<file path="src/rtl/kce_pkg.sv">
// Package: types, codes and constants of the keyframe curve evaluator
`default_nettype none
package kce_pkg;

   localparam int TIME_W       = 16;
   localparam int VALUE_W      = 32;
   localparam int FRAC_W       = 17;
   localparam int FRAC_BITS    = 16;
   localparam int MAX_KEYS_DEF = 16;

   localparam logic [FRAC_W-1:0] FRAC_ONE = FRAC_W'(1) << FRAC_BITS;

   localparam logic [1:0] CMD_EVAL     = 2'd0;
   localparam logic [1:0] CMD_ADD      = 2'd1;
   localparam logic [1:0] CMD_CLEAR    = 2'd2;
   localparam logic [1:0] CMD_RESERVED = 2'd3;

   localparam logic [1:0] MODE_CONST        = 2'd0;
   localparam logic [1:0] MODE_TWO_CONST    = 2'd1;
   localparam logic [1:0] MODE_MIN_CURVE    = 2'd2;
   localparam logic [1:0] MODE_BLEND_CURVES = 2'd3;

   localparam logic [1:0] CSR_MODE      = 2'd0;
   localparam logic [1:0] CSR_CONST_MIN = 2'd1;
   localparam logic [1:0] CSR_CONST_MAX = 2'd2;

   localparam logic STATUS_OK   = 1'b0;
   localparam logic STATUS_FULL = 1'b1;

   typedef struct packed {
      logic [1:0]                command;
      logic                      curve_sel;
      logic signed [TIME_W-1:0]  time_req;
      logic signed [VALUE_W-1:0] value;
      logic [FRAC_W-1:0]         rand_frac;
   } req_word_type;

   typedef struct packed {
      logic signed [VALUE_W-1:0] result;
      logic                      status;
   } rsp_word_type;

   typedef struct packed {
      logic signed [TIME_W-1:0]  key_time;
      logic signed [VALUE_W-1:0] key_value;
   } key_type;

   function automatic logic [FRAC_W-1:0] sat_frac(input logic [FRAC_W-1:0] f);
      sat_frac = (f > FRAC_ONE) ? FRAC_ONE : f;
   endfunction

endpackage
`default_nettype wire

</file>
<file path="src/rtl/kce_ram.sv">
// Generic single-write, single-read RAM with registered read data
`default_nettype none
module kce_ram #(
   parameter int WIDTH = 8,
   parameter int DEPTH = 16
) (
   input  wire logic                     clock,
   input  wire logic                     wr_en,
   input  wire logic [$clog2(DEPTH)-1:0] wr_addr,
   input  wire logic [WIDTH-1:0]         wr_data,
   input  wire logic [$clog2(DEPTH)-1:0] rd_addr,
   output logic      [WIDTH-1:0]         rd_data
);

   logic [WIDTH-1:0] mem [DEPTH];
   logic [WIDTH-1:0] rd_data_ff;

   always_ff @(posedge clock) begin
      if (wr_en) begin
         mem[wr_addr] <= wr_data;
      end
      rd_data_ff <= mem[rd_addr];
   end

   assign rd_data = rd_data_ff;

endmodule
`default_nettype wire

</file>
<file path="src/rtl/kce_div.sv">
// Restoring divider, one fraction bit per cycle; expects num < den
`default_nettype none
module kce_div import kce_pkg::*; #(
   parameter int NUM_W = TIME_W + 1
) (
   input  wire logic                 clock,
   input  wire logic                 reset,
   input  wire logic                 start,
   input  wire logic [NUM_W-1:0]     num,
   input  wire logic [NUM_W-1:0]     den,
   output logic                      done,
   output logic      [FRAC_BITS-1:0] quot
);

   localparam int CNT_W = $clog2(FRAC_BITS + 1);

   logic                 busy_ff, busy_in;
   logic                 done_ff, done_in;
   logic [CNT_W-1:0]     cnt_ff, cnt_in;
   logic [NUM_W-1:0]     rem_ff, rem_in;
   logic [NUM_W-1:0]     den_ff, den_in;
   logic [FRAC_BITS-1:0] quot_ff, quot_in;
   logic [NUM_W:0]       shl;
   logic [NUM_W:0]       sub;
   logic                 ge;

   always_comb begin
      shl     = {rem_ff, 1'b0};
      sub     = shl - {1'b0, den_ff};
      ge      = shl >= {1'b0, den_ff};
      busy_in = busy_ff;
      done_in = 1'b0;
      cnt_in  = cnt_ff;
      rem_in  = rem_ff;
      den_in  = den_ff;
      quot_in = quot_ff;
      if (start) begin
         busy_in = 1'b1;
         cnt_in  = CNT_W'(FRAC_BITS);
         rem_in  = num;
         den_in  = den;
         quot_in = '0;
      end else if (busy_ff) begin
         rem_in  = ge ? sub[NUM_W-1:0] : shl[NUM_W-1:0];
         quot_in = {quot_ff[FRAC_BITS-2:0], ge};
         cnt_in  = cnt_ff - CNT_W'(1);
         if (cnt_ff == CNT_W'(1)) begin
            busy_in = 1'b0;
            done_in = 1'b1;
         end
      end
   end

   always_ff @(posedge clock) begin
      if (reset) begin
         busy_ff <= 1'b0;
         done_ff <= 1'b0;
         cnt_ff  <= '0;
      end else begin
         busy_ff <= busy_in;
         done_ff <= done_in;
         cnt_ff  <= cnt_in;
      end
   end

   always_ff @(posedge clock) begin
      rem_ff  <= rem_in;
      den_ff  <= den_in;
      quot_ff <= quot_in;
   end

   assign done = done_ff;
   assign quot = quot_ff;

endmodule
`default_nettype wire

</file>
<file path="src/rtl/keyframe_curve_evaluator.sv">
// Top level: keyframe curve evaluator sequencer around the key RAM
`default_nettype none
// Keyframe curve evaluator. Two sorted key tables (min curve, max curve) share
// one key RAM, curve select as the top address bit, one read and one write
// port, registered read data. A command word is taken when start is high
// and busy is low; exactly one result word follows, shown for one cycle with
// rsp_strobe, and the receiver cannot stall it. Steps, set by the RAM's one
// read per cycle and the bit-serial divider:
//   mode 0 evaluate, clear, unused command, add to a full table: answered from idle.
//   mode 1 evaluate: two-stage blend: multiply, then add.
//   add: each later key is read, compared and moved up one slot to make
//   room, then the new key is written into its slot (slot 0 or above).
//   curve evaluate: an empty table ends straight away, one-key or out-of-range
//   times after the first or last key read; inside the range a binary search,
//   then the divider, then the blend.
//   mode 3 runs the min then the max curve, then one more blend.
// Key reads and writes never overlap: each insert step reads, compares and
// only then writes, so no forwarding is needed. Key tables come up undefined;
// entries past a table's count are never read. Config writes are always
// accepted and must only be issued while busy is low.
module keyframe_curve_evaluator import kce_pkg::*; #(
   parameter int MAX_KEYS = MAX_KEYS_DEF
) (
   input  wire logic               clock,
   input  wire logic               reset,
   input  wire logic               start,
   output logic                    busy,
   input  wire req_word_type       req_word,
   output logic                    rsp_strobe,
   output rsp_word_type            rsp_word,
   input  wire logic               csr_valid,
   output logic                    csr_ready,
   input  wire logic [1:0]         csr_index,
   input  wire logic [VALUE_W-1:0] csr_data
);

   localparam int AW      = $clog2(MAX_KEYS);
   localparam int CW      = $clog2(MAX_KEYS + 1);
   localparam int RAM_AW  = AW + 1;
   localparam int RAM_D   = 2 ** RAM_AW;
   localparam int KEY_W   = TIME_W + VALUE_W;
   localparam int DIFF_W  = TIME_W + 1;
   localparam int PROD_W  = VALUE_W + FRAC_W + 2;

   localparam logic [3:0] S_IDLE       = 4'd0;
   localparam logic [3:0] S_EV_START   = 4'd1;
   localparam logic [3:0] S_EV_FIRST   = 4'd2;
   localparam logic [3:0] S_EV_LAST    = 4'd3;
   localparam logic [3:0] S_EV_SEARCH  = 4'd4;
   localparam logic [3:0] S_EV_MID     = 4'd5;
   localparam logic [3:0] S_EV_DIV     = 4'd6;
   localparam logic [3:0] S_BLEND      = 4'd7;
   localparam logic [3:0] S_BLEND_SUM  = 4'd8;
   localparam logic [3:0] S_CURVE_DONE = 4'd9;
   localparam logic [3:0] S_ADD_RD     = 4'd10;
   localparam logic [3:0] S_ADD_CK     = 4'd11;

   // control state
   logic [3:0]          state_ff, state_in;
   logic [CW-1:0]       cnt_min_ff, cnt_min_in;
   logic [CW-1:0]       cnt_max_ff, cnt_max_in;
   logic [1:0]          csr_mode_ff, csr_mode_in;
   logic [VALUE_W-1:0]  csr_cmin_ff, csr_cmin_in;
   logic [VALUE_W-1:0]  csr_cmax_ff, csr_cmax_in;
   logic                rsp_strobe_ff, rsp_strobe_in;

   // working registers
   req_word_type        req_ff, req_in;
   rsp_word_type        rsp_word_ff, rsp_word_in;
   logic                curve_ff, curve_in;
   logic [CW-1:0]       idx_ff, idx_in;
   logic [CW-1:0]       lo_ff, lo_in;
   logic [CW-1:0]       hi_ff, hi_in;
   key_type             lo_key_ff, lo_key_in;
   key_type             hi_key_ff, hi_key_in;
   logic [VALUE_W-1:0]  curve_val_ff, curve_val_in;
   logic [VALUE_W-1:0]  cmin_val_ff, cmin_val_in;
   logic [VALUE_W-1:0]  bl_a_ff, bl_a_in;
   logic [VALUE_W-1:0]  bl_b_ff, bl_b_in;
   logic [FRAC_W-1:0]   bl_f_ff, bl_f_in;
   logic                bl_fin_ff, bl_fin_in;
   logic signed [PROD_W-1:0] prod_ff, prod_in;

   // RAM and divider hookup
   logic                ram_wr_en;
   logic [RAM_AW-1:0]   ram_wr_addr;
   logic [KEY_W-1:0]    ram_wr_data;
   logic [RAM_AW-1:0]   ram_rd_addr;
   logic [KEY_W-1:0]    ram_rd_data;
   key_type             rd_key;
   key_type             new_key;
   logic                div_start;
   logic                div_done;
   logic [FRAC_BITS-1:0] div_quot;

   // helpers
   logic [CW-1:0]             cur_cnt;
   logic [CW-1:0]             sel_cnt;
   logic [CW-1:0]             last_idx;
   logic [CW-1:0]             mid;
   logic [CW-1:0]             idx_dec;
   logic signed [DIFF_W-1:0]  span;
   logic signed [DIFF_W-1:0]  tdiff;
   logic signed [VALUE_W:0]   bl_diff;
   logic signed [PROD_W-1:0]  bl_sum;
   logic signed [TIME_W-1:0]  t_eval;

   kce_ram #(
      .WIDTH (KEY_W),
      .DEPTH (RAM_D)
   ) u_ram (
      .clock   (clock),
      .wr_en   (ram_wr_en),
      .wr_addr (ram_wr_addr),
      .wr_data (ram_wr_data),
      .rd_addr (ram_rd_addr),
      .rd_data (ram_rd_data)
   );

   kce_div #(
      .NUM_W (DIFF_W)
   ) u_div (
      .clock (clock),
      .reset (reset),
      .start (div_start),
      .num   (tdiff),
      .den   (span),
      .done  (div_done),
      .quot  (div_quot)
   );

   assign rd_key  = key_type'(ram_rd_data);
   assign t_eval  = req_ff.time_req;
   assign cur_cnt = curve_ff ? cnt_max_ff : cnt_min_ff;
   assign sel_cnt = req_word.curve_sel ? cnt_max_ff : cnt_min_ff;
   assign last_idx = cur_cnt - CW'(1);
   assign idx_dec  = idx_ff - CW'(1);
   assign mid      = CW'(({1'b0, lo_ff} + {1'b0, hi_ff}) >> 1);
   assign span  = {hi_key_ff.key_time[TIME_W-1], hi_key_ff.key_time}
                - {lo_key_ff.key_time[TIME_W-1], lo_key_ff.key_time};
   assign tdiff = {t_eval[TIME_W-1], t_eval}
                - {lo_key_ff.key_time[TIME_W-1], lo_key_ff.key_time};
   // a + floor((b - a) * f / 2^16): arithmetic shift floors the product
   assign bl_diff = {bl_b_ff[VALUE_W-1], bl_b_ff} - {bl_a_ff[VALUE_W-1], bl_a_ff};
   assign bl_sum  = PROD_W'($signed(bl_a_ff)) + (prod_ff >>> FRAC_BITS);

   always_comb begin
      new_key.key_time  = req_ff.time_req;
      new_key.key_value = req_ff.value;
   end

   always_comb begin
      state_in      = state_ff;
      cnt_min_in    = cnt_min_ff;
      cnt_max_in    = cnt_max_ff;
      csr_mode_in   = csr_mode_ff;
      csr_cmin_in   = csr_cmin_ff;
      csr_cmax_in   = csr_cmax_ff;
      rsp_strobe_in = 1'b0;
      req_in        = req_ff;
      rsp_word_in   = rsp_word_ff;
      curve_in      = curve_ff;
      idx_in        = idx_ff;
      lo_in         = lo_ff;
      hi_in         = hi_ff;
      lo_key_in     = lo_key_ff;
      hi_key_in     = hi_key_ff;
      curve_val_in  = curve_val_ff;
      cmin_val_in   = cmin_val_ff;
      bl_a_in       = bl_a_ff;
      bl_b_in       = bl_b_ff;
      bl_f_in       = bl_f_ff;
      bl_fin_in     = bl_fin_ff;
      prod_in       = prod_ff;
      ram_wr_en     = 1'b0;
      ram_wr_addr   = {curve_ff, idx_ff[AW-1:0]};
      ram_wr_data   = KEY_W'(new_key);
      ram_rd_addr   = {curve_ff, AW'(0)};
      div_start     = 1'b0;

      // register writes, idle only: a rule for the user, the block does not enforce it
      if (csr_valid) begin
         unique case (csr_index)
            CSR_MODE:      csr_mode_in = csr_data[1:0];
            CSR_CONST_MIN: csr_cmin_in = csr_data;
            CSR_CONST_MAX: csr_cmax_in = csr_data;
            default:       ;
         endcase
      end

      unique case (state_ff)
         S_IDLE: begin
            if (start) begin
               req_in   = req_word;
               curve_in = req_word.curve_sel;
               rsp_word_in.result = '0;
               rsp_word_in.status = STATUS_OK;
               unique case (req_word.command)
                  CMD_EVAL: begin
                     unique case (csr_mode_ff)
                        MODE_CONST: begin
                           rsp_word_in.result = csr_cmin_ff;
                           rsp_strobe_in      = 1'b1;
                        end
                        MODE_TWO_CONST: begin
                           bl_a_in   = csr_cmin_ff;
                           bl_b_in   = csr_cmax_ff;
                           bl_f_in   = sat_frac(req_word.rand_frac);
                           bl_fin_in = 1'b1;
                           state_in  = S_BLEND;
                        end
                        default: begin
                           curve_in = 1'b0;
                           state_in = S_EV_START;
                        end
                     endcase
                  end
                  CMD_ADD: begin
                     if (sel_cnt == CW'(MAX_KEYS)) begin
                        rsp_word_in.status = STATUS_FULL;
                        rsp_strobe_in      = 1'b1;
                     end else begin
                        idx_in   = sel_cnt;
                        state_in = S_ADD_RD;
                     end
                  end
                  CMD_CLEAR: begin
                     if (req_word.curve_sel) begin
                        cnt_max_in = '0;
                     end else begin
                        cnt_min_in = '0;
                     end
                     rsp_strobe_in = 1'b1;
                  end
                  default: begin
                     rsp_strobe_in = 1'b1;
                  end
               endcase
            end
         end
         S_EV_START: begin
            if (cur_cnt == '0) begin
               curve_val_in = '0;
               state_in     = S_CURVE_DONE;
            end else begin
               ram_rd_addr = {curve_ff, AW'(0)};
               state_in    = S_EV_FIRST;
            end
         end
         S_EV_FIRST: begin
            lo_key_in = rd_key;
            if (cur_cnt == CW'(1) || t_eval <= rd_key.key_time) begin
               curve_val_in = rd_key.key_value;
               state_in     = S_CURVE_DONE;
            end else begin
               ram_rd_addr = {curve_ff, last_idx[AW-1:0]};
               state_in    = S_EV_LAST;
            end
         end
         S_EV_LAST: begin
            hi_key_in = rd_key;
            if (t_eval >= rd_key.key_time) begin
               curve_val_in = rd_key.key_value;
               state_in     = S_CURVE_DONE;
            end else begin
               lo_in    = '0;
               hi_in    = last_idx;
               state_in = S_EV_SEARCH;
            end
         end
         S_EV_SEARCH: begin
            if (hi_ff - lo_ff > CW'(1)) begin
               ram_rd_addr = {curve_ff, mid[AW-1:0]};
               state_in    = S_EV_MID;
            end else if (span <= 0) begin
               curve_val_in = lo_key_ff.key_value;
               state_in     = S_CURVE_DONE;
            end else begin
               div_start = 1'b1;
               state_in  = S_EV_DIV;
            end
         end
         S_EV_MID: begin
            if (rd_key.key_time <= t_eval) begin
               lo_in     = mid;
               lo_key_in = rd_key;
            end else begin
               hi_in     = mid;
               hi_key_in = rd_key;
            end
            state_in = S_EV_SEARCH;
         end
         S_EV_DIV: begin
            if (div_done) begin
               bl_a_in   = lo_key_ff.key_value;
               bl_b_in   = hi_key_ff.key_value;
               bl_f_in   = {1'b0, div_quot};
               bl_fin_in = 1'b0;
               state_in  = S_BLEND;
            end
         end
         S_BLEND: begin
            prod_in  = PROD_W'(bl_diff) * PROD_W'($signed({1'b0, bl_f_ff}));
            state_in = S_BLEND_SUM;
         end
         S_BLEND_SUM: begin
            if (bl_fin_ff) begin
               rsp_word_in.result = bl_sum[VALUE_W-1:0];
               rsp_strobe_in      = 1'b1;
               state_in           = S_IDLE;
            end else begin
               curve_val_in = bl_sum[VALUE_W-1:0];
               state_in     = S_CURVE_DONE;
            end
         end
         S_CURVE_DONE: begin
            if (csr_mode_ff == MODE_BLEND_CURVES) begin
               if (!curve_ff) begin
                  cmin_val_in = curve_val_ff;
                  curve_in    = 1'b1;
                  state_in    = S_EV_START;
               end else begin
                  bl_a_in   = cmin_val_ff;
                  bl_b_in   = curve_val_ff;
                  bl_f_in   = sat_frac(req_ff.rand_frac);
                  bl_fin_in = 1'b1;
                  state_in  = S_BLEND;
               end
            end else begin
               rsp_word_in.result = curve_val_ff;
               rsp_strobe_in      = 1'b1;
               state_in           = S_IDLE;
            end
         end
         S_ADD_RD: begin
            if (idx_ff == '0) begin
               ram_wr_en     = 1'b1;
               rsp_strobe_in = 1'b1;
               state_in      = S_IDLE;
               if (curve_ff) begin
                  cnt_max_in = cnt_max_ff + CW'(1);
               end else begin
                  cnt_min_in = cnt_min_ff + CW'(1);
               end
            end else begin
               ram_rd_addr = {curve_ff, idx_dec[AW-1:0]};
               state_in    = S_ADD_CK;
            end
         end
         S_ADD_CK: begin
            ram_wr_en = 1'b1;
            // later key moves up one slot; equal times stay ahead of the new key
            if (rd_key.key_time > req_ff.time_req) begin
               ram_wr_data = ram_rd_data;
               idx_in      = idx_dec;
               state_in    = S_ADD_RD;
            end else begin
               rsp_strobe_in = 1'b1;
               state_in      = S_IDLE;
               if (curve_ff) begin
                  cnt_max_in = cnt_max_ff + CW'(1);
               end else begin
                  cnt_min_in = cnt_min_ff + CW'(1);
               end
            end
         end
         default: begin
            state_in = S_IDLE;
         end
      endcase
   end

   always_ff @(posedge clock) begin
      if (reset) begin
         state_ff      <= S_IDLE;
         cnt_min_ff    <= '0;
         cnt_max_ff    <= '0;
         csr_mode_ff   <= MODE_CONST;
         csr_cmin_ff   <= '0;
         csr_cmax_ff   <= '0;
         rsp_strobe_ff <= 1'b0;
      end else begin
         state_ff      <= state_in;
         cnt_min_ff    <= cnt_min_in;
         cnt_max_ff    <= cnt_max_in;
         csr_mode_ff   <= csr_mode_in;
         csr_cmin_ff   <= csr_cmin_in;
         csr_cmax_ff   <= csr_cmax_in;
         rsp_strobe_ff <= rsp_strobe_in;
      end
   end

   always_ff @(posedge clock) begin
      req_ff       <= req_in;
      rsp_word_ff  <= rsp_word_in;
      curve_ff     <= curve_in;
      idx_ff       <= idx_in;
      lo_ff        <= lo_in;
      hi_ff        <= hi_in;
      lo_key_ff    <= lo_key_in;
      hi_key_ff    <= hi_key_in;
      curve_val_ff <= curve_val_in;
      cmin_val_ff  <= cmin_val_in;
      bl_a_ff      <= bl_a_in;
      bl_b_ff      <= bl_b_in;
      bl_f_ff      <= bl_f_in;
      bl_fin_ff    <= bl_fin_in;
      prod_ff      <= prod_in;
   end

   assign busy       = (state_ff != S_IDLE);
   assign csr_ready  = 1'b1;
   assign rsp_strobe = rsp_strobe_ff;
   assign rsp_word   = rsp_word_ff;

endmodule
`default_nettype wire

</file>
<file path="config.mk">
export PLATFORM = sky130hd
export DESIGN_NAME = keyframe_curve_evaluator
export DESIGN_NICKNAME = d
export VERILOG_FILES = /design/src/rtl/kce_pkg.sv /design/src/rtl/kce_ram.sv /design/src/rtl/kce_div.sv /design/src/rtl/keyframe_curve_evaluator.sv
export SDC_FILE = /design/constraint.sdc
export NUM_CORES = 2
export LEC_CHECK = 0
export ABC_AREA = 1
export BUFFER_PORTS_ARGS = -buffer_cell sky130_fd_sc_hd__clkbuf_2
export CAP_MARGIN = 20
export CORE_MARGIN = 2
export CORE_UTILIZATION = 35
export DETAILED_ROUTE_END_ITERATION = 16
export GPL_ROUTABILITY_DRIVEN = 0
export GPL_TIMING_DRIVEN = 0
export PLACE_DENSITY_LB_ADDON = 0.1
export SYNTH_ARGS = -nofsm -noshare
export SYNTH_HDL_FRONTEND = slang
export SYNTH_SLANG_ARGS = --single-unit
</file>
<file path="constraint.sdc">
create_clock -name clock -period 34.5 [get_ports clock]
set_input_delay 10.35 -clock clock [delete_from_list [all_inputs] [get_ports clock]]
set_output_delay 10.35 -clock clock [all_outputs]
set_load 0.05 [all_outputs]
</file>
==> qor.yml <==
outcome: "finished, final reports clean"
skew_ns: 0.135
grt_max_degree: 33
ant_nets: 0
relSlewSlack: 0.235
postSynthCellCount: 11500
port_buffers: 139
cp.arrival_ns: 13.70
wl_microns: 436000
drive_gt1_frac: 0.0945
numCtsBuffers: 242
dominantRegCellSynth: "edfxtp_1"
yosys-top-cells-count: "inv_1, edfxtp_1, nand3_1, nand2_1, nor2_1"
rows: 210
dieArea_sq_um: 333000
crit_top_cell: "buf_4"
hold_viol: 0
crit_family: "buffers and inverters"
overflow: 0
worstSetupStartpointType: "input port"
worstPathRequired_ns: 35.07
grt_use_total: 0.258
synth_area_leaders: "edfxtp_1, fa_1, nand3_1"
holdWs_ns: 0.425
io-pin-count: 142
grt_pass1_wl_microns: 614000
via_count: 85100
clk_latency_ns: 0.97
cts-resized-gates: 0
critPathMaxFanout: 8
finalCritPeriodShare: 0.381
synth_most_common_cell: "inv_1"
finalCriticalPeriod_ns: 13.14
tns_ns: 0
slew_viol_final: 0
cts_root_buf: "clkbuf_16"
async_flop_share: 0
design.core.area_sq_um: 327000
syn_nets: 12300
dr.pass1.iters: 9
avgSynthCellArea_sq_um: 10.0
cts_buffer_depth: 4
synth_top_area_share: 0.512
path_clk_slew_ns: 0.06
dieWidth_microns: 577
drv_cap: 0
synthDistinctLibCells: 56
syn_to_final_growth_pct: 15.4
viasPerCell: 5.14
ys_warn_count: 0
cts.sinks: 2110
grt_pass1_vias: 84700
syn_area_sq_um: 115000
antenna_found_initial: 50
worst-slew-pin-transition_ns: 1.15
path_cells: "clkbuf_2, nor2_1, a21oi_1, a2111oi_2, buf_4, buf_4, buf_2, buf_6, buf_2, buf_4, buf_4, buf_2, buf_2, buf_4"
wl_per_cell_microns: 26.3
htree_levels: 4
postCtsHoldBufs: 0
hp-class: "reg2reg"
post-dp-hpwl_microns: 332000
post_cts_buffers: 0
slowest_delay_ns: 0.69
path_buf_inv: 11
fmax_ghz: 0.0761
cts_tree: "done"
synth-edff-count: 1958
yosysSeqAreaShare: 0.538
rsz0062_at_grt: "false"
start_util: 0.351
yosysTopAreaCell: "edfxtp_1"
report.final.setup_viol: 0
final_nets: 12900
crit_slowest_cell: "a2111oi_2"
ys_seq_elements: 2110
cp-end-kind: "register"
fp.dieH_microns: 577
drt_iter0_drc: 8066
crit_type: "in2reg"
drc: 0
-- layout make-up --
| type | count | area [sq um] |
|---|---|---|
| multi-input cells | 6576 | 42900 |
| diodes | 27 | 67.6 |
| clock inverters | 142 | 1410 |
| clock buffers | 308 | 6460 |
| well taps | 4346 | 5440 |
| flip-flops and latches | 2110 | 61800 |
| inverters | 2199 | 8250 |
| fillers | 31900 | 194000 |
| repair buffers | 283 | 3580 |
| plain buffers | 578 | 2740 |
-- worst reg2reg max path: cells and delay by family, from the launching register on --
| family | cells | cell delay, ns |
|---|---|---|
| buf+inv | 9 | 1.44 |
| fa+ha+maj | 9 | 3.89 |
| simple gates | 9 | 2.21 |
| xor+xnor | 2 | 0.95 |
| compound gates | 6 | 1.31 |
| flops | 1 | 0.42 |
-- layout by cell type (no fill, tap or decap), drive strengths merged, types with 34 or more instances in the layout --
cell and count:
o21ai 251, o211ai 111, xor2 61, nand3 1860, nand2 1844, a21oi 262, dfxtp 152, o221ai 34
clkbuf 639, inv 2198, nor2 600, clkinv 109, xnor2 52, ha 258, fa 521, nand3b 489
or2 45, edfxtp 1958, buf 530
-- path summary, 6_finish.rpt --
| path | startpoint | to | slack, ns | cells after the start |
|---|---|---|---|---|
| setup / recovery | req_word[66] | bl_b_ff[17]$_DFFE_PP_ | 21.36 | 14 |
| hold / removal | curve_val_ff[29]$_DFFE_PP_ | cmin_val_ff[29]$_DFFE_PP_ | 0.43 | 0 |
| hold reg to reg | curve_val_ff[29]$_DFFE_PP_ | cmin_val_ff[29]$_DFFE_PP_ | 0.43 | 0 |
| setup reg to reg | bl_a_ff[0]$_DFFE_PP_ | prod_ff[34]$_DFFE_PP_ | 24.01 | 35 |
-- registers in the layout (all words and copies together) (netlist names), 16 cells and up --
| signal | cells |
|---|---|
| bl_a_ff | 32 |
| bl_b_ff | 32 |
| bl_f_ff | 17 |
| cmin_val_ff | 32 |
| csr_cmax_ff | 32 |
| csr_cmin_ff | 32 |
| curve_val_ff | 32 |
| hi_key_ff | 48 |
| lo_key_ff | 48 |
| new_key | 32 |
| prod_ff | 32 |
| req_ff | 17 |
| rsp_word | 33 |
| t_eval | 16 |
| u_div.den_ff | 17 |
| u_div.quot | 16 |
| u_div.rem_ff | 17 |
| u_ram.mem | 1536 |
| u_ram.rd_data | 48 |
-- per-stage QoR --
stage	util	instance area, sq um	instances	setup WS, ns
floorplan	-	115000	11500	10.19
detailed placement	0.381	125000	16100	20.48
global route	0.405	133000	16500	21.18
CTS	0.405	133000	16500	21.42
global placement	0.370	121000	15900	2.54
finish	0.406	133000	16600	21.36
-- routing by layer --
layer  routed length (microns)  global-route usage  share of wire  vias up
met5                       122                   0        0.00028        -
met4                     21000               0.115          0.048       18
met3                     31000              0.0398          0.071      784
met2                    208000               0.435           0.48     3325
met1                    176000               0.328           0.40    42100
li1                          -                   -              -    38800
-- kinds of logic (layout without fill, tap and decap cells) --
family	Yosys count	count (layout)	share of synthesized area
flip-flops	2110	2110	0.538
AO/OA/AOI/OAI	750	750	0.0382
XOR/XNOR	113	113	0.00861
other	1	28	0.0000326
AND/OR/NAND/NOR	4928	4928	0.200
multiplexers	5	5	0.000479
adder cells (fa/ha/maj)	779	779	0.119
buffers and inverters	2777	3510	0.0957
Power is left out: the tool's default activity adds up to more than one toggle a clock period on the data nets, which glitch-free logic cannot reach.
